$ cat config.mk
export PLATFORM = sky130hd
export DESIGN_NAME = ppfs_front
export DESIGN_NICKNAME = d
export VERILOG_FILES = /design/src/physical_page_free_stack_macros.svh /design/src/ppfs_pkg.sv /design/src/ppfs_front.sv
export SDC_FILE = /design/constraint.sdc
export NUM_CORES = 1
export LEC_CHECK = 0
export ABC_AREA = 0
export BUFFER_PORTS_ARGS = -buffer_cell sky130_fd_sc_hd__buf_2
export CORE_MARGIN = 2
export CORE_UTILIZATION = 46
export DETAILED_ROUTE_END_ITERATION = 6
export PLACE_DENSITY = 0.81
export REMOVE_ABC_BUFFERS = 1
export SYNTH_ARGS = -nofsm -noshare
export SYNTH_HDL_FRONTEND = slang
export SYNTH_SLANG_ARGS = --single-unit
$ cat constraint.sdc
create_clock -name vclk -period 3.9
set_input_delay 0.975 -clock vclk [all_inputs]
set_output_delay 0.975 -clock vclk [all_outputs]
set_load 0.01 [all_outputs]
$ cat src/physical_page_free_stack_macros.svh
// Assertion macros for the page allocator; only the execution module uses them.
`ifndef PHYSICAL_PAGE_FREE_STACK_MACROS_SVH
`define PHYSICAL_PAGE_FREE_STACK_MACROS_SVH
`ifndef SYNTHESIS
`define PPFS_ASSERT_IMPL(label, clk, rstn, ante, cons, msg) \
    label: assert property (@(posedge clk) disable iff (!rstn) (ante) |-> (cons)) \
        else $error(msg);
`define PPFS_ASSERT_NEXT(label, clk, rstn, ante, cons, msg) \
    label: assert property (@(posedge clk) disable iff (!rstn) (ante) |=> (cons)) \
        else $error(msg);
`else
`define PPFS_ASSERT_IMPL(label, clk, rstn, ante, cons, msg)
`define PPFS_ASSERT_NEXT(label, clk, rstn, ante, cons, msg)
`endif
`endif

$ cat src/ppfs_pkg.sv
// Types and constants of the physical page allocator.
`timescale 1ns / 1ps
package ppfs_pkg;
    localparam int unsigned NUM_PAGES_DEF = 1024;
    localparam int unsigned PAGE_SHIFT    = 12;
    localparam int unsigned ADDR_W        = 32;
    localparam int unsigned PADDR_W       = 3;
    localparam int unsigned QUEUE_DEPTH   = 2;
    localparam logic [ADDR_W-1:0] BASE_RESET = 32'h0040_0000;
    localparam logic [PADDR_W-3:0] REG_BASE_ADDRESS = 1'b0;

    typedef enum logic [1:0] {
        KIND_ALLOC,
        KIND_FREE,
        KIND_BAD
    } req_kind_t;

    typedef enum logic [2:0] {
        ST_ALLOCATED     = 3'd0,
        ST_NONE_FREE     = 3'd1,
        ST_FREED         = 3'd2,
        ST_BAD_ADDRESS   = 3'd3,
        ST_NOT_ALLOCATED = 3'd4
    } status_t;

    typedef enum logic {
        B_IDLE,
        B_EXEC
    } back_state_t;
endpackage

$ cat src/ppfs_front.sv
// Request intake: handshake and address classification.
`timescale 1ns / 1ps
module ppfs_front #(
    parameter int unsigned NUM_PAGES = ppfs_pkg::NUM_PAGES_DEF,
    parameter int unsigned IDX_W     = $clog2(NUM_PAGES)
) (
    input  logic                            s_valid,
    output logic                            s_ready,
    input  logic                            req_type,
    input  logic [ppfs_pkg::ADDR_W-1:0]     page_address,
    input  logic [ppfs_pkg::ADDR_W-1:0]     base_page,
    input  logic                            queue_full,
    output logic                            push,
    output ppfs_pkg::req_kind_t             kind,
    output logic [IDX_W-1:0]                idx
);
    logic [ppfs_pkg::ADDR_W:0] diff;
    logic                      aligned;
    logic                      in_range;

    assign s_ready = !queue_full;
    assign push    = s_valid && !queue_full;

    // borrow out of the subtract means the address lies below the base
    assign diff     = {1'b0, page_address} - {1'b0, base_page};
    assign aligned  = (page_address[ppfs_pkg::PAGE_SHIFT-1:0] == '0);
    assign in_range = !diff[ppfs_pkg::ADDR_W] &&
                      (ppfs_pkg::ADDR_W'(diff[ppfs_pkg::ADDR_W-1:ppfs_pkg::PAGE_SHIFT]) <
                       ppfs_pkg::ADDR_W'(NUM_PAGES));
    assign idx      = diff[ppfs_pkg::PAGE_SHIFT +: IDX_W];

    always_comb begin
        if (!req_type) begin
            kind = ppfs_pkg::KIND_ALLOC;
        end else if (aligned && in_range) begin
            kind = ppfs_pkg::KIND_FREE;
        end else begin
            kind = ppfs_pkg::KIND_BAD;
        end
    end
endmodule

# After elaboration in Yosys (flattened, before gate mapping)
# Index checks and enable logic that the tools add are counted.
totals:
  elab_cells: 10
  in_bits: 67
  reg_bits: 0
classes:
  magnitude_cmp: 1
  n_mux: 2
  addsub: 1
  n_reduce_logical: 6
ops:
  columns: ["op", "count"]
  rows:
  - ["$sub 32x32->33", 1]
  - ["$lt 20x11->1 const B", 1]
  - ["$logic_not 12->1", 1]
  - ["$mux 2", 2]
  - ["$logic_and 1x1->1", 3]
  - ["$logic_not 1->1", 2]

# Longest topological paths before layout
depth:
  ltp_word: 6
  depth_mapped: 11
  mapped_depth_nobuf: 10

# Least setup slack after synthesis
# Ideal clock, no wire load.
synth_path:
  path_type: "input to output"
  start: "in base_page[19] in the netlist's numbering"
  end: "out kind[0]"
  arrival_ns: 3.168
  slack_ns: -0.243
  path_stages: 11
  required_time_ns: 2.925
  cell_sequence: "inv_1 ha_1 buf_2 a21oi_1 o21a_1 o21ai_1 a21o_1 a31o_1 or4_1 and4_4 nor4b_2"
synth_between:
  elab_chain_len: 6
  elab_cells_between_ends: 7
synth_lines:
  columns: ["element", "line", "text"]
  rows:
  - ["start, declared", "ppfs_front.sv:11", "input logic [ppfs_pkg::ADDR_W-1:0] base_page,"]
  - ["$sub 32x32->33 (*)", "ppfs_front.sv:25", "assign diff = {1'b0, page_address} - {1'b0, base_page};"]
  - ["$lt 20x11->1 / $logic_not 1->1 (equally long branches)", "ppfs_front.sv:28, ppfs_front.sv:27", null]
  - ["$logic_and 1x1->1 (*)", "ppfs_front.sv:27", "assign in_range = !diff[ppfs_pkg::ADDR_W] &&"]
  - ["$logic_and 1x1->1 (*)", "ppfs_front.sv:35", "end else if (aligned && in_range) begin"]
  - ["$mux 2 (*)", "ppfs_front.sv:35", null]
  - ["$mux 2 (*)", "ppfs_front.sv:33", "if (!req_type) begin"]
  - ["end, declared", "ppfs_front.sv:14", "output ppfs_pkg::req_kind_t kind,"]
# Every way passes the cells marked *; elsewhere a longest branch is shown, timed or not.

# Worst setup path in the final report
layout_path:
  start: "in page_address[1] in the netlist's numbering"
  end: "out kind[0]"
layout_between:
  elab_chain_len: 6
  elab_cells_between_ends: 8
layout_lines:
  columns: ["element", "line", "text"]
  rows:
  - ["start, declared", "ppfs_front.sv:10", "input logic [ppfs_pkg::ADDR_W-1:0] page_address,"]
  - ["$sub 32x32->33", "ppfs_front.sv:25", null]
  - ["$lt 20x11->1 / $logic_not 1->1 (equally long branches)", "ppfs_front.sv:28, ppfs_front.sv:27", null]
  - ["$logic_and 1x1->1", "ppfs_front.sv:27", null]
  - ["$logic_and 1x1->1 (*)", "ppfs_front.sv:35", null]
  - ["$mux 2 (*)", "ppfs_front.sv:35", null]
  - ["$mux 2 (*)", "ppfs_front.sv:33", null]
# Marked as above.

==> reports/summary.txt <==
ant diodes -> 0
worst-path fanout max -> 2
post-layout power -> 501 uW
Register Area -> 0 sq um
synthesized area per cell -> 6.52 sq um
Setup WS post-layout -> -402 ps
Top Metal Used -> met4
worst slew pin tran -> 346 ps
Setup CP Type -> in -> out
placed insts -> 477
CLK BUF -> 0
sw frac -> 0.483
Pins Over Slew Limit -> 0
total die area -> 4460 sq um
post-synthesis adder-cell area fraction -> 0.214
synth unique cells -> 50
Synth Area in XOR/XNOR -> 0.0677
core area -> 3720 sq um
# fillers -> 285
Max VDD drop -> 0.0956 mV
Flop pwr share -> 0
Pwr Density -> 166 nW/um^2
Worst Setup SP -> page_address[1]
Synth Instances -> 278
number of DRC markers in iteration 0 -> 111
HP Class -> in -> out
failing checks -> setup timing
total track usage -> 0.277
hold wc startpoint -> queue_full
area share of the largest cell type after synthesis -> 0.214
post-synth top area cell -> ha_1
Leak Pwr -> 0.00163 uW
DRT Pass-1 Iters -> 5
endpoints failing setup -> 4
Post-DRT Antenna Nets -> 0
Arr. time, crit path -> 3330 ps
Comb power frac -> 1.000
Ports -> 81
HPWL reported at the end of detailed placement -> 5300 um
Setup crit end kind -> output pin
vias per cell -> 5.55
IO Port Bufs -> 81
total number of vias -> 2681
Seq/Total Area, Yosys -> 0
sw power -> 242 uW
crit path time final -> 4300 ps
M1 WL -> 2580 um
Final Hold Fails -> 0
Met2 Routed Length -> 3300 um
fmax -> 0.232 GHz
synth top area cells -> ha_1, a21oi_1, inv_1, nand2_1, o21ai_0
top-count cell post-synth -> inv_1
largest family of logic cells by synthesized area -> compound AO/OA/AOI/OAI gates
Slew Limit Headroom -> 0.767
WP data required -> 2920 ps
internal cell power -> 259 uW
most frequent cells after synthesis -> inv_1, ha_1, a21oi_1
RSZ-0062 raised after global routing -> true
Die W -> 66.8 um
TNS Setup -> -986 ps
clock share of power -> 0
global-route wire length before repair -> 10000 um
vias in the first global route -> 2489
CP Launch Type -> primary input
yosys warns -> 0
complex-gate fraction of the synthesized area -> 0.370
gpl congestion -> 0.923
starting density of the core -> 0.488
total congestion overflow -> 0
nets -> 535
Die Span Y -> 66.8 um
WL final -> 6390 um
max_cap viols -> 0
Core Rows -> 22
initial antenna violation count -> 0
Layout Cells excl Fill -> 483
area grow syn2layout -> 67.0%
largest net degree at the start of global routing -> 8
fraction of layout cells with a size suffix above 1 -> 0.453
mapped cell area -> 1810 sq um
status -> complete, but fails checks
FF+latch count -> 0
period utilization -> 1.10
Met3 Wirelength -> 364 um
DRC -> 0
simple-gate share of the synthesized area -> 0.240
final hold slack -> 2200 ps
DR WL/cell -> 13.2 um
mux share of post-synthesis cell area -> 0.0110
cell type report:
cell class                      count  area (sq um)  share of cell area
Tap cell                           48          60.1              0.0199
Inverter                           36           138              0.0455
Multi-Input combinational cell    232          1760               0.582
Timing Repair Buffer              167          1070               0.353
stage by stage:
stage	area [sq um]	setup WS [ps]	util
after CTS	2930	-358	0.790
after floorplan	1770	-210	-
final	3030	-402	0.814
after global routing	3030	-542	0.814
after global placement	2840	-347	0.763
after detailed placement	2840	-455	0.763
repair_timing:
item | CTS | global route
setup buffers | 3 | 3
pin swaps | 7 | 7
gates resized for setup | 20 | 13
hold buffers | 0 | 0
setup endpoints to repair | 4 | 8
hold endpoints to repair | 0 | 0
cell usage in the layout (no fill, tap or decap), types with 3 or more instances in the layout:
master,synthesis,final
buf_4,0,86
buf_2,3,79
inv_1,36,34
ha_1,31,26
nand2_1,25,25
a21oi_1,30,21
o21ai_0,18,15
nor2_1,14,14
a21oi_2,1,10
a21o_1,10,10
nand3_1,8,8
nor3_1,8,7
xnor2_1,7,7
nand4_1,7,7
o21a_1,7,7
xor2_1,7,7
a31oi_1,4,4
o21ai_1,1,4
ha_4,0,4
a41o_1,3,3
nor2b_1,3,3
nand2b_1,3,3
nor4_1,4,3
o211ai_1,3,3
critical path, stage by stage:
cell	delay, ps
buf_8	100
ha_4	230
a2111o_1	410
a21oi_2	200
o211ai_2	110
a31o_1	200
or4_1	480
and4_4	170
nor4b_2	260
buf_2	170
kinds of logic (layout without fill, tap and decap cells):
logic type	Yosys count	count (layout)
mux	2	2
buf+inv	46	203
xor+xnor	14	14
simple gates	84	84
fa+ha+maj	31	31
compound gates	101	101
routing by layer:
layer / vias up / global-route usage
met5: - / 0
met4: 0 / 0.0434
met3: 16 / 0.0101
met2: 107 / 0.553
met1: 1223 / 0.327
li1: 1335 / -
worst paths after layout:
| kind | slack [ps] | cells after the start | to |
|---|---|---|---|
| max | -400 | 10 | kind[0] |
| min | 2200 | 3 | s_ready |
power groups by stage:
stage | clock network [uW] | logic [uW] | registers [uW]
floorplan | 0 | 244 | 0
global placement | 0 | 441 | 0
detailed placement | 0 | 456 | 0
CTS | 0 | 476 | 0
global route | 0 | 547 | 0
finish | 0 | 501 | 0
Power figures use the tool's default switching activity.
