<file path="config.mk">
export PLATFORM = sky130hd
export DESIGN_NAME = ppfs_queue
export DESIGN_NICKNAME = d
export VERILOG_FILES = /design/src/physical_page_free_stack_macros.svh /design/src/ppfs_pkg.sv /design/src/ppfs_queue.sv
export SDC_FILE = /design/constraint.sdc
export NUM_CORES = 1
export LEC_CHECK = 0
export ABC_AREA = 0
export BUFFER_PORTS_ARGS = -buffer_cell sky130_fd_sc_hd__buf_2
export CELL_PAD_IN_SITES_DETAIL_PLACEMENT = 2
export CELL_PAD_IN_SITES_GLOBAL_PLACEMENT = 2
export CORE_MARGIN = 1.5
export CORE_UTILIZATION = 33
export CTS_BUF_LIST = sky130_fd_sc_hd__clkbuf_8
export CTS_CLUSTER_SIZE = 14
export DETAILED_ROUTE_END_ITERATION = 7
export GPL_TIMING_DRIVEN = 0
export PLACE_DENSITY_LB_ADDON = 0.1
export SLEW_MARGIN = 10
export SYNTH_ARGS = -nofsm -noshare
export SYNTH_HDL_FRONTEND = slang
export SYNTH_SLANG_ARGS = --single-unit
</file>
<file path="constraint.sdc">
create_clock -name aclk -period 1.4 [get_ports aclk]
set_clock_uncertainty 0.2 [all_clocks]
set_input_delay 0.14 -clock aclk [delete_from_list [all_inputs] [get_ports aclk]]
set_output_delay 0.14 -clock aclk [all_outputs]
set_load 0.05 [all_outputs]
</file>
<file path="src/physical_page_free_stack_macros.svh">
// Assertion macros for the page allocator; only the execution module uses them.
`ifndef PHYSICAL_PAGE_FREE_STACK_MACROS_SVH
`define PHYSICAL_PAGE_FREE_STACK_MACROS_SVH
`ifndef SYNTHESIS
`define PPFS_ASSERT_IMPL(label, clk, rstn, ante, cons, msg) \
    label: assert property (@(posedge clk) disable iff (!rstn) (ante) |-> (cons)) \
        else $error(msg);
`define PPFS_ASSERT_NEXT(label, clk, rstn, ante, cons, msg) \
    label: assert property (@(posedge clk) disable iff (!rstn) (ante) |=> (cons)) \
        else $error(msg);
`else
`define PPFS_ASSERT_IMPL(label, clk, rstn, ante, cons, msg)
`define PPFS_ASSERT_NEXT(label, clk, rstn, ante, cons, msg)
`endif
`endif

</file>
<file path="src/ppfs_pkg.sv">
// Types and constants of the physical page allocator.
`timescale 1ns / 1ps
package ppfs_pkg;
    localparam int unsigned NUM_PAGES_DEF = 1024;
    localparam int unsigned PAGE_SHIFT    = 12;
    localparam int unsigned ADDR_W        = 32;
    localparam int unsigned PADDR_W       = 3;
    localparam int unsigned QUEUE_DEPTH   = 2;
    localparam logic [ADDR_W-1:0] BASE_RESET = 32'h0040_0000;
    localparam logic [PADDR_W-3:0] REG_BASE_ADDRESS = 1'b0;

    typedef enum logic [1:0] {
        KIND_ALLOC,
        KIND_FREE,
        KIND_BAD
    } req_kind_t;

    typedef enum logic [2:0] {
        ST_ALLOCATED     = 3'd0,
        ST_NONE_FREE     = 3'd1,
        ST_FREED         = 3'd2,
        ST_BAD_ADDRESS   = 3'd3,
        ST_NOT_ALLOCATED = 3'd4
    } status_t;

    typedef enum logic {
        B_IDLE,
        B_EXEC
    } back_state_t;
endpackage

</file>
<file path="src/ppfs_queue.sv">
// Short queue of classified requests between intake and execution.
`timescale 1ns / 1ps
module ppfs_queue #(
    parameter int unsigned WIDTH = 12,
    parameter int unsigned DEPTH = ppfs_pkg::QUEUE_DEPTH
) (
    input  logic             aclk,
    input  logic             aresetn,
    input  logic             push,
    input  logic [WIDTH-1:0] push_data,
    output logic             full,
    input  logic             pop,
    output logic [WIDTH-1:0] pop_data,
    output logic             empty
);
    localparam int unsigned PTR_W = (DEPTH > 1) ? $clog2(DEPTH) : 1;
    localparam int unsigned CNT_W = $clog2(DEPTH + 1);

    logic [WIDTH-1:0] slot_reg [DEPTH];
    logic [PTR_W-1:0] wr_ptr_reg, wr_ptr_next;
    logic [PTR_W-1:0] rd_ptr_reg, rd_ptr_next;
    logic [CNT_W-1:0] fill_reg, fill_next;

    assign full     = (fill_reg == CNT_W'(DEPTH));
    assign empty    = (fill_reg == '0);
    assign pop_data = slot_reg[rd_ptr_reg];

    always_comb begin
        wr_ptr_next = wr_ptr_reg;
        rd_ptr_next = rd_ptr_reg;
        fill_next   = fill_reg;
        if (push) begin
            wr_ptr_next = (wr_ptr_reg == PTR_W'(DEPTH - 1)) ? '0 : wr_ptr_reg + PTR_W'(1);
        end
        if (pop) begin
            rd_ptr_next = (rd_ptr_reg == PTR_W'(DEPTH - 1)) ? '0 : rd_ptr_reg + PTR_W'(1);
        end
        if (push && !pop) begin
            fill_next = fill_reg + CNT_W'(1);
        end else if (pop && !push) begin
            fill_next = fill_reg - CNT_W'(1);
        end
    end

    always_ff @(posedge aclk) begin
        if (!aresetn) begin
            wr_ptr_reg <= '0;
            rd_ptr_reg <= '0;
            fill_reg   <= '0;
        end else begin
            wr_ptr_reg <= wr_ptr_next;
            rd_ptr_reg <= rd_ptr_next;
            fill_reg   <= fill_next;
        end
    end

    always_ff @(posedge aclk) begin
        if (push) begin
            slot_reg[wr_ptr_reg] <= push_data;
        end
    end
endmodule

</file>
; Yosys cells after proc, flatten, opt, wreduce, memory -nomap -nowiden
; Memories as Yosys holds them, arrays and structs flattened. A register that Yosys moved wholly into a read port is not among the register bits.
; Cells that the tools add are included.
; W data, S select, Z words.
[totals]
output_inout_bits = 14
in_bits = 16
word_cells = 23
reg_bits = 4
ram_bits = 24
n_memories = 1
[mem_list]
columns = name, words, word_bits, read_ports, rd_ports_with_merged_regs, write_ports, line_no
row1 = slot_reg, 2, 12, 1, 1, 1, ppfs_queue.sv:19  ; logic [WIDTH-1:0] slot_reg [DEPTH];
[classes]
reduce_logical = 6
n_addsub = 4
eq_ne = 1
mux = 8
[ops]
columns = op, n
row1 = $mux W1, 6
row2 = $mux W2, 2
row3 = $add A1 B1 Y1 const B, 2
row4 = $add A2 B1 Y2 const B, 1
row5 = $eq A2 B2 Y1 const B, 1
row6 = $logic_and A1 B1 Y1, 2
row7 = $logic_not A1 Y1, 2
row8 = $logic_not A2 Y1, 1
row9 = $reduce_bool A2 Y1, 1
row10 = $sub A2 B1 Y2 const B, 1

; Longest topological paths before layout
[depth]
depth_word = 4
depth_mapped = 5
depth_no_buf = 5

; Least setup slack after synthesis
; OpenSTA, ideal clock, no wires.
[synth_timing]
kind = register to register
startpoint = register wr_ptr_reg
endpoint = memory slot_reg[0][0] (enable)
slack_ns = -0.087
synth_period_minus_slack_ns = 1.487
arrival_ns = 0.903
path_stages_with_launch = 2
required_ns = 0.817
setup_time_ns = 0.383
path_buffers = 0
path_cell_list = dfxtp_1 > nor2b_1
[synth_lines]
columns = element, line_no
row1 = start: declaration, ppfs_queue.sv:20  ; logic [PTR_W-1:0] wr_ptr_reg, wr_ptr_next;
row2 = start signal: assignment, ppfs_queue.sv:51  ; wr_ptr_reg <= wr_ptr_next;
row3 = end: declaration, ppfs_queue.sv:19
; Straight into the memory's write port.

==> flow_summary.json <==
{
  "drt_iter0_drc": 7,
  "dpl.hpwl_um": 1440,
  "die_width_um": 60.2,
  "drive_above_1_share_pct": 48.6,
  "antenna_cells": 0,
  "hold_path_class": "in -> reg",
  "synthAdderAreaFrac_pct": 1.16,
  "grt_max_degree": 14,
  "die-height_um": 60.2,
  "setup_slack_ns": -0.199,
  "power_density_mw_per_mm2": 1270,
  "synth_common_cells": "edfxtp_1 (24), mux2_2 (12), dfxtp_1 (5)",
  "synth_cell_type_count": 16,
  "r2r_cells": 1,
  "syn_nets": 76,
  "pin_count": 30,
  "syn_area_mm2": 0.00108,
  "numCtsBuffers": 5,
  "status": "finished with violations",
  "worstPathMaxFanout": 5,
  "grt_pass1_vias": 761,
  "cts_root_buf": "clkbuf_8",
  "synth_simple_gate_area_share_pct": 5.21,
  "min_period_over_period_pct": 114,
  "setup_viol": 12,
  "cts_sinks": 29,
  "synthMuxAreaShare_pct": 12.5,
  "critPathRequiredTime_ns": 1.06,
  "postSynthAreaPerCell_um2": 18.3,
  "violations": "negative setup slack",
  "drv_slew": 0,
  "vias_per_cell": 4.38,
  "crit_path_start_kind": "register",
  "cp.arrival_ns": 1.26,
  "clk_path_buf_depth": 2,
  "wl_um": 2490,
  "syn_to_final_growth_pct": 56.8,
  "yosysMostFrequentCell": "edfxtp_1",
  "crit_path_end_kind": "output pin",
  "period_needed_ns": 1.60,
  "stdcell_area_mm2": 0.00169,
  "ant_nets": 0,
  "synthCells": 59,
  "peakVddDrop_mv": 0.631,
  "synth_xor_area_share_pct": 2.43,
  "finalCoreUtilization_pct": 55.0,
  "dp_cells": 132,
  "tns_ns": -2.18,
  "vias": 679,
  "placed_area_mm2": 0.00128,
  "yosys-top-cells-area": "edfxtp_1 (67%), mux2_2 (13%), dfxtp_1 (9.3%)",
  "ys_ff_latch": 29,
  "r2r_start": "wr_ptr_reg",
  "drc": 0,
  "clk_pin_slew_ns": 0.06,
  "nets": 127,
  "firstDrtPassIters": 3,
  "rsz0062_at_grt": "true",
  "cts_tree": "yes",
  "reg2reg_slack_ns": 0.11,
  "relSlewSlack_pct": 72.8,
  "grt_antenna_before_repair": 0,
  "synth_top_family_by_area": "multiplexers",
  "yosysWarnings": 0,
  "largest_reg_flops": 24,
  "portBuffers": 29,
  "max_cap_violations": 0,
  "clk_latency_ns": 0.27,
  "wl_per_cell_um": 16.1,
  "rows": 20,
  "hold_violations": 0,
  "grt_pass1_wl_um": 3850,
  "path_class": "reg -> out",
  "die_area_mm2": 0.00362,
  "core-area_mm2": 0.00308,
  "fmax_mhz": 626,
  "total_power_mw": 2.16,
  "holdCritStartpoint": "pop",
  "synth_edf_count": 24,
  "hold_path_end": "rd_ptr_reg",
  "synth_top_area_share_pct": 66.7,
  "cts-htree-levels": 2,
  "gp_congestion": 0.614,
  "worstMarginPinSlew_ns": 0.407,
  "seq_area_frac_synth_pct": 76.0,
  "place_ws_ns": -0.204,
  "synth_compound_gate_area_share_pct": 1.85,
  "gr-total-overflow": 0,
  "min_path_cells": 3,
  "yosysTopAreaCell": "edfxtp_1",
  "hold_ws_ns": 0.0217,
  "p_leak_nw": 0.697,
  "async_flop_share_pct": 0,
  "r2r-end": "slot_reg[1][11]",
  "grt_usage_pct": 16.3,
  "synth_flop_cell": "edfxtp_1",
  "start_util_pct": 35.1,
  "instances_no_fill": 155
}
==> layout by cell type, fill, tap and decap left out <==
| cell | n |
|---|---|
| mux2_4 | 11 |
| edfxtp_1 | 24 |
| o21a_1 | 1 |
| inv_1 | 4 |
| nor2b_1 | 1 |
| dlygate4sd3_1 | 13 |
| dfxtp_1 | 3 |
| a21boi_1 | 1 |
| xor2_1 | 2 |
| buf_2 | 16 |
| dfxtp_2 | 1 |
| and2_1 | 3 |
| and2b_2 | 1 |
| clkbuf_8 | 5 |
| or3_1 | 1 |
| nor2b_4 | 1 |
| nor2_1 | 1 |
| o21ai_0 | 1 |
| dfxtp_4 | 1 |
| ha_1 | 1 |
| buf_4 | 1 |
| buf_8 | 11 |
| mux2_2 | 1 |
| buf_6 | 4 |
| xnor2_1 | 1 |
| and2_2 | 1 |
==> logic make-up after synthesis <==
family / after synthesis
AND/OR/NAND/NOR: 9
multiplexers: 12
AO/OA/AOI/OAI: 3
flip-flops: 29
adder cells (fa/ha/maj): 1
buffers and inverters: 2
XOR/XNOR: 3
==> critical path: stages (launching register included) <==
cell     delay [ns]
dfxtp_4        0.38
buf_6          0.14
mux2_4         0.32
buf_8          0.15
==> worst max path at each step <==
stage | endpoint | startpoint | cells past startpoint
after floorplan | pop_data[10] | register | 2
after global placement | pop_data[4] | register | 3
after detailed placement | pop_data[4] | register | 3
after CTS | pop_data[4] | register | 3
after global routing | pop_data[10] | register | 3
final | pop_data[11] | register | 3
==> cell type report <==
class                      instances  area [µm²]
tap                               44        55.1
inverter                           1        3.75
clock buffer                       5        68.8
buffer                             1        11.3
fill                             284        1390
sequential                        29         826
timing repair buffer              44         417
clock inverter                     3        11.3
multi-input combinational         28         300
==> metal layers <==
| metal | vias up | track usage (%) | share of wire (%) |
|---|---|---|---|
| met4 | 0 | 8.57 | 2.0 |
| met5 | - | 0 | 0 |
| met1 | 340 | 17.1 | 38 |
| li1 | 318 | - | - |
| met2 | 17 | 28.0 | 54 |
| met3 | 4 | 6.49 | 5.8 |
==> where the power goes <==
group / switching [mW] / internal (mW)
clock network: 0.281 / 0.330
registers: 0.0291 / 0.994
logic: 0.280 / 0.242
total: 0.590 / 1.57
==> timing repair <==
item,4_1_cts,5_1_grt
gates resized for setup,54,3
setup buffers,0,1
setup endpoints to repair,37,13
endpoints found under the hold margin,29,0
cloned,1,0
hold buffers,13,0
Note: power is estimated with default switching activity, not from simulation.
